File: config.mk
export PLATFORM = sky130hd
export DESIGN_NAME = ipv6_text_parser_core
export DESIGN_NICKNAME = d
export VERILOG_FILES = /design/src/rtl/itp_pkg.sv /design/src/rtl/ipv6_text_parser_core.sv /design/src/rtl/itp_front.sv /design/src/rtl/itp_queue.sv /design/src/rtl/itp_back.sv
export SDC_FILE = /design/constraint.sdc
export NUM_CORES = 1
export LEC_CHECK = 0
export BUFFER_PORTS_ARGS = -buffer_cell sky130_fd_sc_hd__buf_4
export CORE_MARGIN = 1
export CORE_UTILIZATION = 40
export CTS_BUF_LIST = sky130_fd_sc_hd__clkbuf_8
export DETAILED_ROUTE_END_ITERATION = 16
export PLACE_DENSITY_LB_ADDON = 0.15
export SLEW_MARGIN = 20
export SYNTH_ARGS = -nofsm -noshare
export SYNTH_HDL_FRONTEND = slang
export SYNTH_HIERARCHICAL = 1
export SYNTH_SLANG_ARGS = --single-unit
File: constraint.sdc
create_clock -name aclk -period 26.6 [get_ports aclk]
set_clock_uncertainty 0.05 [all_clocks]
set_input_delay 5.32 -clock aclk [delete_from_list [all_inputs] [get_ports aclk]]
set_output_delay 5.32 -clock aclk [all_outputs]
set_load 0.01 [all_outputs]
File: src/rtl/itp_pkg.sv
`timescale 1ns / 1ps
// Package for the IPv6 text parser: record type passed from the front end
// to the back end, plus shared sizes. No dependencies.
package itp_pkg;

    localparam int GROUPS      = 8;
    localparam int GROUP_W     = 16;
    localparam int MAX_DIGITS  = 4;
    localparam int Q_DEPTH     = 2;

    localparam logic [7:0] CHAR_COLON = 8'h3a;

    typedef logic [GROUP_W-1:0] group_t;

    // one finished address text, ready for gap expansion
    typedef struct packed {
        group_t [GROUPS-1:0] groups;
        logic [3:0]          count;
        logic [3:0]          gap_pos;
        logic                gap_seen;
        logic                malformed;
    } itp_rec_t;

    typedef struct packed {
        logic     valid;
        itp_rec_t rec;
    } itp_push_t;

endpackage

File: src/rtl/ipv6_text_parser_core.sv
`timescale 1ns / 1ps
// IPv6 text parser top level: front end, record queue, back end. Uses itp_pkg.
// Throughput: one character per cycle while the record queue is not full.
// A record enters the queue when its last character is taken, then loads into the output register once that is free.
// A two-entry queue lets the front keep taking characters while a result waits.
// Synchronous active-low reset clears all control state; no clearing pass.
module ipv6_text_parser_core (
    input  logic         aclk,
    input  logic         aresetn,
    input  logic         s_tvalid,
    output logic         s_tready,
    input  logic [7:0]   s_tdata,   // [7:0] char_code
    input  logic         s_tlast,
    output logic         m_tvalid,
    input  logic         m_tready,
    output logic [127:0] m_tdata,   // [63:0] addr_high, [127:64] addr_low
    output logic [0:0]   m_tuser    // [0] malformed
);

    itp_pkg::itp_push_t push;
    itp_pkg::itp_rec_t  head;
    logic push_ready;
    logic head_valid;
    logic pop;

    assign s_tready = push_ready;

    itp_front u_front (
        .aclk      (aclk),
        .aresetn   (aresetn),
        .in_valid  (s_tvalid),
        .in_ready  (push_ready),
        .char_code (s_tdata),
        .last_char (s_tlast),
        .push      (push)
    );

    itp_queue u_queue (
        .aclk       (aclk),
        .aresetn    (aresetn),
        .push       (push),
        .push_ready (push_ready),
        .head_valid (head_valid),
        .head       (head),
        .pop        (pop)
    );

    itp_back u_back (
        .aclk       (aclk),
        .aresetn    (aresetn),
        .head_valid (head_valid),
        .head       (head),
        .pop        (pop),
        .m_tvalid   (m_tvalid),
        .m_tready   (m_tready),
        .m_tdata    (m_tdata),
        .m_tuser    (m_tuser)
    );

    a_bad_is_zero: assert property (@(posedge aclk) disable iff (!aresetn)
        (m_tvalid && m_tuser[0]) |-> (m_tdata == '0))
        else $error("malformed result carries a nonzero address");

    a_push_fits: assert property (@(posedge aclk) disable iff (!aresetn)
        push.valid |-> push_ready)
        else $error("record pushed into a full queue");

    a_pop_loads: assert property (@(posedge aclk) disable iff (!aresetn)
        pop |=> m_tvalid)
        else $error("popped record did not reach the output register");

    a_pop_has_data: assert property (@(posedge aclk) disable iff (!aresetn)
        pop |-> head_valid)
        else $error("pop from an empty queue");

endmodule

File: src/rtl/itp_front.sv
`timescale 1ns / 1ps
// Front end: takes one character per item, builds groups and tracks the
// gap and error state. Emits a record on the last character. Uses itp_pkg.
module itp_front (
    input  logic            aclk,
    input  logic            aresetn,
    input  logic            in_valid,
    input  logic            in_ready,
    input  logic [7:0]      char_code,
    input  logic            last_char,
    output itp_pkg::itp_push_t push
);

    logic [15:0] acc_reg, acc_next;
    logic [2:0]  dc_reg, dc_next;
    logic [3:0]  cnt_reg, cnt_next;
    logic [3:0]  gp_reg, gp_next;
    logic        gs_reg, gs_next;
    logic        pc_reg, pc_next;
    logic        err_reg, err_next;
    itp_pkg::group_t [itp_pkg::GROUPS-1:0] store_reg;

    logic        hex_ok;
    logic [3:0]  hex_val;
    logic        made_gap;
    logic        do_close;
    logic        wr_en;
    logic [15:0] close_val;
    logic        accept;
    itp_pkg::group_t [itp_pkg::GROUPS-1:0] store_fin;

    assign accept = in_valid && in_ready;

    always_comb begin
        hex_ok  = 1'b1;
        hex_val = 4'd0;
        if (char_code >= 8'h30 && char_code <= 8'h39) begin
            hex_val = 4'(char_code - 8'h30);
        end else if (char_code >= 8'h61 && char_code <= 8'h66) begin
            hex_val = 4'(char_code - 8'h57);
        end else if (char_code >= 8'h41 && char_code <= 8'h46) begin
            hex_val = 4'(char_code - 8'h37);
        end else begin
            hex_ok = 1'b0;
        end
    end

    always_comb begin
        acc_next  = acc_reg;
        dc_next   = dc_reg;
        cnt_next  = cnt_reg;
        gp_next   = gp_reg;
        gs_next   = gs_reg;
        pc_next   = pc_reg;
        err_next  = err_reg;
        made_gap  = 1'b0;
        do_close  = 1'b0;
        wr_en     = 1'b0;
        close_val = acc_reg;

        if (hex_ok) begin
            if (pc_reg && cnt_reg == 4'd0 && !gs_reg) begin
                err_next = 1'b1;
            end
            if (dc_reg >= 3'(itp_pkg::MAX_DIGITS)) begin
                err_next = 1'b1;
            end else begin
                acc_next = {acc_reg[11:0], hex_val};
                dc_next  = dc_reg + 3'd1;
            end
            pc_next = 1'b0;
        end else if (char_code == itp_pkg::CHAR_COLON) begin
            if (dc_reg != 3'd0) begin
                do_close = 1'b1;
            end else if (pc_reg) begin
                if (gs_reg) begin
                    err_next = 1'b1;
                end else begin
                    gs_next  = 1'b1;
                    gp_next  = cnt_reg;
                    made_gap = 1'b1;
                end
            end
            pc_next = 1'b1;
        end else begin
            err_next = 1'b1;
            pc_next  = 1'b0;
        end

        if (last_char && dc_next != 3'd0) begin
            do_close  = 1'b1;
            close_val = acc_next;
        end

        if (do_close) begin
            if (cnt_reg >= 4'(itp_pkg::GROUPS)) begin
                err_next = 1'b1;
            end else begin
                wr_en    = 1'b1;
                cnt_next = cnt_reg + 4'd1;
            end
            acc_next = 16'd0;
            dc_next  = 3'd0;
        end

        if (last_char) begin
            if (pc_next && !made_gap) begin
                err_next = 1'b1;
            end
            if (gs_next ? (cnt_next >= 4'(itp_pkg::GROUPS))
                        : (cnt_next != 4'(itp_pkg::GROUPS))) begin
                err_next = 1'b1;
            end
        end

        store_fin = store_reg;
        if (wr_en) begin
            store_fin[cnt_reg[2:0]] = close_val;
        end
    end

    always_comb begin
        push.valid         = accept && last_char;
        push.rec.groups    = store_fin;
        push.rec.count     = cnt_next;
        push.rec.gap_pos   = gp_next;
        push.rec.gap_seen  = gs_next;
        push.rec.malformed = err_next;
    end

    always_ff @(posedge aclk) begin
        if (!aresetn) begin
            acc_reg <= 16'd0;
            dc_reg  <= 3'd0;
            cnt_reg <= 4'd0;
            gp_reg  <= 4'd0;
            gs_reg  <= 1'b0;
            pc_reg  <= 1'b0;
            err_reg <= 1'b0;
        end else if (accept) begin
            if (last_char) begin
                acc_reg <= 16'd0;
                dc_reg  <= 3'd0;
                cnt_reg <= 4'd0;
                gp_reg  <= 4'd0;
                gs_reg  <= 1'b0;
                pc_reg  <= 1'b0;
                err_reg <= 1'b0;
            end else begin
                acc_reg <= acc_next;
                dc_reg  <= dc_next;
                cnt_reg <= cnt_next;
                gp_reg  <= gp_next;
                gs_reg  <= gs_next;
                pc_reg  <= pc_next;
                err_reg <= err_next;
            end
        end
    end

    // unused entries are never read, so the store needs no reset
    always_ff @(posedge aclk) begin
        if (accept && wr_en) begin
            store_reg[cnt_reg[2:0]] <= close_val;
        end
    end

endmodule

File: src/rtl/itp_queue.sv
`timescale 1ns / 1ps
// Two-entry record queue between front and back end.
// Uses itp_pkg.
module itp_queue (
    input  logic               aclk,
    input  logic               aresetn,
    input  itp_pkg::itp_push_t push,
    output logic               push_ready,
    output logic               head_valid,
    output itp_pkg::itp_rec_t  head,
    input  logic               pop
);

    itp_pkg::itp_rec_t mem [itp_pkg::Q_DEPTH];
    logic       wr_ptr_reg;
    logic       rd_ptr_reg;
    logic [1:0] cnt_reg;
    logic       do_push;
    logic       do_pop;

    assign push_ready = cnt_reg != 2'(itp_pkg::Q_DEPTH);
    assign head_valid = cnt_reg != 2'd0;
    assign head       = mem[rd_ptr_reg];
    assign do_push    = push.valid && push_ready;
    assign do_pop     = pop && head_valid;

    always_ff @(posedge aclk) begin
        if (do_push) begin
            mem[wr_ptr_reg] <= push.rec;
        end
    end

    always_ff @(posedge aclk) begin
        if (!aresetn) begin
            wr_ptr_reg <= 1'b0;
            rd_ptr_reg <= 1'b0;
            cnt_reg    <= 2'd0;
        end else begin
            if (do_push) begin
                wr_ptr_reg <= ~wr_ptr_reg;
            end
            if (do_pop) begin
                rd_ptr_reg <= ~rd_ptr_reg;
            end
            case ({do_push, do_pop})
                2'b10:   cnt_reg <= cnt_reg + 2'd1;
                2'b01:   cnt_reg <= cnt_reg - 2'd1;
                default: cnt_reg <= cnt_reg;
            endcase
        end
    end

endmodule

File: src/rtl/itp_back.sv
`timescale 1ns / 1ps
// Back end: expands the "::" gap of a record into the 128-bit address and
// holds it in the output register. Uses itp_pkg.
module itp_back (
    input  logic              aclk,
    input  logic              aresetn,
    input  logic              head_valid,
    input  itp_pkg::itp_rec_t head,
    output logic              pop,
    output logic              m_tvalid,
    input  logic              m_tready,
    output logic [127:0]      m_tdata,
    output logic [0:0]        m_tuser
);

    logic         valid_reg;
    logic [127:0] data_reg;
    logic         bad_reg;
    logic [3:0]   gp;
    itp_pkg::group_t [itp_pkg::GROUPS-1:0] full;
    logic [4:0]   jc;
    logic [2:0]   src;

    assign pop = head_valid && (!valid_reg || m_tready);

    always_comb begin
        gp = head.gap_seen ? head.gap_pos : head.count;
        if (gp > head.count) begin
            gp = head.count;
        end
        for (int j = 0; j < itp_pkg::GROUPS; j++) begin
            jc  = 5'(j) + 5'(head.count);
            src = jc[2:0];
            if (head.malformed) begin
                full[j] = '0;
            end else if (4'(j) < gp) begin
                full[j] = head.groups[j];
            end else if (jc >= 5'(itp_pkg::GROUPS) + 5'(gp)) begin
                full[j] = head.groups[src];
            end else begin
                full[j] = '0;
            end
        end
    end

    always_ff @(posedge aclk) begin
        if (!aresetn) begin
            valid_reg <= 1'b0;
        end else if (pop) begin
            valid_reg <= 1'b1;
        end else if (m_tready) begin
            valid_reg <= 1'b0;
        end
    end

    always_ff @(posedge aclk) begin
        if (pop) begin
            data_reg <= {full[4], full[5], full[6], full[7],
                         full[0], full[1], full[2], full[3]};
            bad_reg  <= head.malformed;
        end
    end

    assign m_tvalid   = valid_reg;
    assign m_tdata    = data_reg;
    assign m_tuser[0] = bad_reg;

endmodule
==> out/qor.yml <==
detailed_routing:
  drt_iter0_markers: 2281
  wire_per_inst_um: 27.9
  firstDrtPassIters: 7
  wirelength_um: 104000
  postRouteAntennaNets: 0
  vias_per_cell: 5.93
  vias: 22109
  drc_errors: 0
power_and_ir_drop:
  peakVddDrop_mv: 0.0432
  switchingPower_w: 0.00103
  p_per_area_nw_per_um2: 83.7
  pwr-share-clk_pct: 27.2
  p_comb_share_pct: 33.6
  power.share.switching_pct: 36.5
  p_seq_share_pct: 39.2
  p_leak_nw: 12.1
  p_int_w: 0.00180
  p_total_w: 0.00283
global_route:
  antenna_found_initial: 8
  grt_start_max_net_pins: 78
  track_usage_pct: 26.9
  grt_pass1_vias: 21470
  grt_pass1_wl_um: 149000
  grt-ovfl-total: 0
worst_setup_path:
  crit_top_cell: "buf_4"
  critPathTopFamily: "buffers and inverters"
  cp_max_fo: 67
  crit_path_end_kind: "flop"
  required_ns: 26.85
  crit_end: "u_front/store_reg[122]"
  crit_start: "s_tdata[1]"
  critPathKind: "in2reg"
  rr_worst_depth: 14
  crit_path_start_kind: "input port"
  worst-path-stages: 11
  crit_path_top_delay_cell: "buf_4"
  critPathArrivalTime_ns: 8.72
  crit_buf_inv: 5
  r2r_slack_ns: 19.42
  slowest_delay_ns: 0.89
  crit_chain: "buf_4, inv_1, ha_1, or3b_1, and4_4, nor4_2, a21oi_2, buf_4, nor2_4, buf_4, buf_4"
  r2r_end: "u_back/m_tdata[114]"
final_layout:
  multiInputGateArea_um2: 12400
  layout_commonest_cell: "edfxtp_1"
  final_cell_mix: "533 x edfxtp_1, 467 x nand2_1, 278 x o21ai_0, 203 x buf_4, 191 x mux2_2"
  layout-drive-gt1-share_pct: 25.5
  syn2layout_area_growth_pct: 12.1
  fill_cells: 6908
  layoutNonFillerInstCount: 3730
  ff_latch_area_um2: 16700
  fin_nets: 2728
  largest_register_ff_count: 276
worst_hold_path:
  holdCritPathClass: "reg2reg"
timing:
  rsz0062_at_grt: "no"
  setup_violations: 0
  fin_crit_ns: 8.47
  max_slew.worst_pin.slew_ns: 1.33
  maxSlewHeadroom_pct: 9.88
  fmax_mhz: 118
  slew_violations: 0
  hold_violations: 0
  fin_ws_ns: 18.13
  hold_ws_ns: 0.435
  fin_crit_sh_pct: 31.8
  tns_ns: 0
synthesis:
  synthesis.area_um2: 30200
  syn_area_per_cell_um2: 11.6
  synthArstFlopShare_pct: 0
  synth-edff-count: 533
  syn_nets: 2636
  ys_warn_count: 6
  yosysSeqAreaShare_pct: 55.4
  ys.flop_type: "edfxtp_1"
  syn_inst: 2595
  ys_seq_elements: 569
  synth.distinct_cells: 88
placement:
  gp_congestion: 0.939
  hpwl_um: 69600
  placedCellCount: 3557
  dpl_worst_slack_ns: 17.44
  io_buffers: 143
floorplanning:
  io_pins: 144
  die_area_um2: 76600
  die_h_um: 277
  core_area_um2: 74600
  row_count: 100
  initial_core_util_pct: 40.5
  die_w_um: 277
clock_network:
  cts.sinks: 569
  numCtsBuffers: 97
  cts_root_buf: "clkbuf_8"
  cts_setup_buffers: 0
  cts_tree: "yes"
  htreeDepth: 3
  clockBufferDepth: 3
  cts_resized: 0
  clk_pin_slew_ns: 0.06
  worstSkewPairLatency_ns: 0.73
  cts_hold_buf: 0
status:
  status: "completed"
run:
  maxCapViolations: 0
[worst reg2reg max path, stage by stage (launching register included)]
cell and delay, ns:
dfxtp_4 0.52, buf_4 0.70, buf_4 0.70, mux2_2 0.32, nand2_1 0.06, o21ai_0 0.11, inv_1 0.10, ha_1 0.30
and4_1 0.27, nor2_1 0.10, a32oi_1 0.36, nand2_1 0.36, inv_2 0.69, nand3_1 0.97, o32ai_1 1.27
[power groups by stage]
stage / logic [W] / clock network (W) / registers (W)
6_report: 0.000952 / 0.000769 / 0.00111
5_1_grt: 0.000999 / 0.000826 / 0.00112
4_1_cts: 0.000939 / 0.000789 / 0.00111
3_5_place_dp: 0.000935 / 0 / 0.00113
3_3_place_gp: 0.000932 / 0 / 0.00113
2_1_floorplan: 0.000522 / 0 / 0.00117
[layout make-up]
cell class | count | share of cell area, %
Antenna cell | 5 | 0.0370
Clock buffer | 100 | 4.07
Clock inverter | 68 | 1.37
Inverter | 44 | 0.503
Multi-Input combinational cell | 1772 | 36.5
Sequential cell | 569 | 49.4
Tap cell | 969 | 3.58
Timing Repair Buffer | 203 | 4.50
[metal layers]
metal  part of all wire (%)  vias to the layer above  wire, um  track usage [%]
met4                    4.7                        4      4900             13.1
met1                     41                    10988     43000             35.3
met3                    7.6                      203      7930             5.30
li1                       -                     9920         -                -
met5                  0.031                        -        32                0
met2                     46                      994     48300             42.7
[synthesized netlist by cell type, types with 6 or more instances]
cell         n  area (um^2)
and2_1       7         43.8
ha_1        28          350
mux2i_1     86          861
xor2_1       6         52.6
nor3_1       8         40.0
o21ai_1     37          185
a22o_1      20          175
nor4_1      15         93.8
dfxtp_1     36          721
o21a_1      20          150
a21o_1       7         52.6
a22oi_1     27          203
buf_4       19          143
edfxtp_1   533        16000
a32oi_1     17          149
a22o_2      10          100
nand2_1    468         1760
nor2_1      98          368
xnor2_1     14          123
o21ai_0    278         1390
mux4_2      34          766
o21ai_2     72          631
buf_1       11         41.3
mux2_2     192         2160
buf_6       22          248
o32ai_1     32          280
inv_1       40          150
nand3_1     42          210
o2bb2ai_1   16          140
buf_2       54          270
maj3_1       6         60.1
a32o_1      18          180
o41ai_1     16          140
mux2i_4     10          225
clkbuf_1   103          387
nor2b_1     15         93.8
a21oi_1     81          405
[through the flow]
stage / area [um^2] / utilization, %
2_1_floorplan: 30200 / -
3_3_place_gp: 32000 / 42.9
3_5_place_dp: 32000 / 42.9
4_1_cts: 33800 / 45.4
5_1_grt: 33800 / 45.4
6_report: 33800 / 45.4
[how the worst min path moves through the flow]
stage / start / end / slack [ns] / depth (start not counted)
after floorplan: u_front/acc_reg[14] / u_front/acc_reg[14] / 0.39 / 1
after global placement: u_front/acc_reg[14] / u_front/acc_reg[14] / 0.41 / 1
after detailed placement: u_front/acc_reg[14] / u_front/acc_reg[14] / 0.42 / 1
after CTS: u_front/acc_reg[14] / u_front/acc_reg[14] / 0.44 / 1
after global routing: u_front/acc_reg[14] / u_front/acc_reg[14] / 0.46 / 1
final: u_front/acc_reg[14] / u_front/acc_reg[14] / 0.43 / 1
[cell families after synthesis]
family	synth area share (%)
flip-flops	55.4
AND/OR/NAND/NOR	9.87
adder cells (fa/ha/maj)	1.36
buffers and inverters	4.22
multiplexers	13.5
XOR/XNOR	0.580
AO/OA/AOI/OAI	15.1
Note: power is estimated with default switching activity, not from simulation.
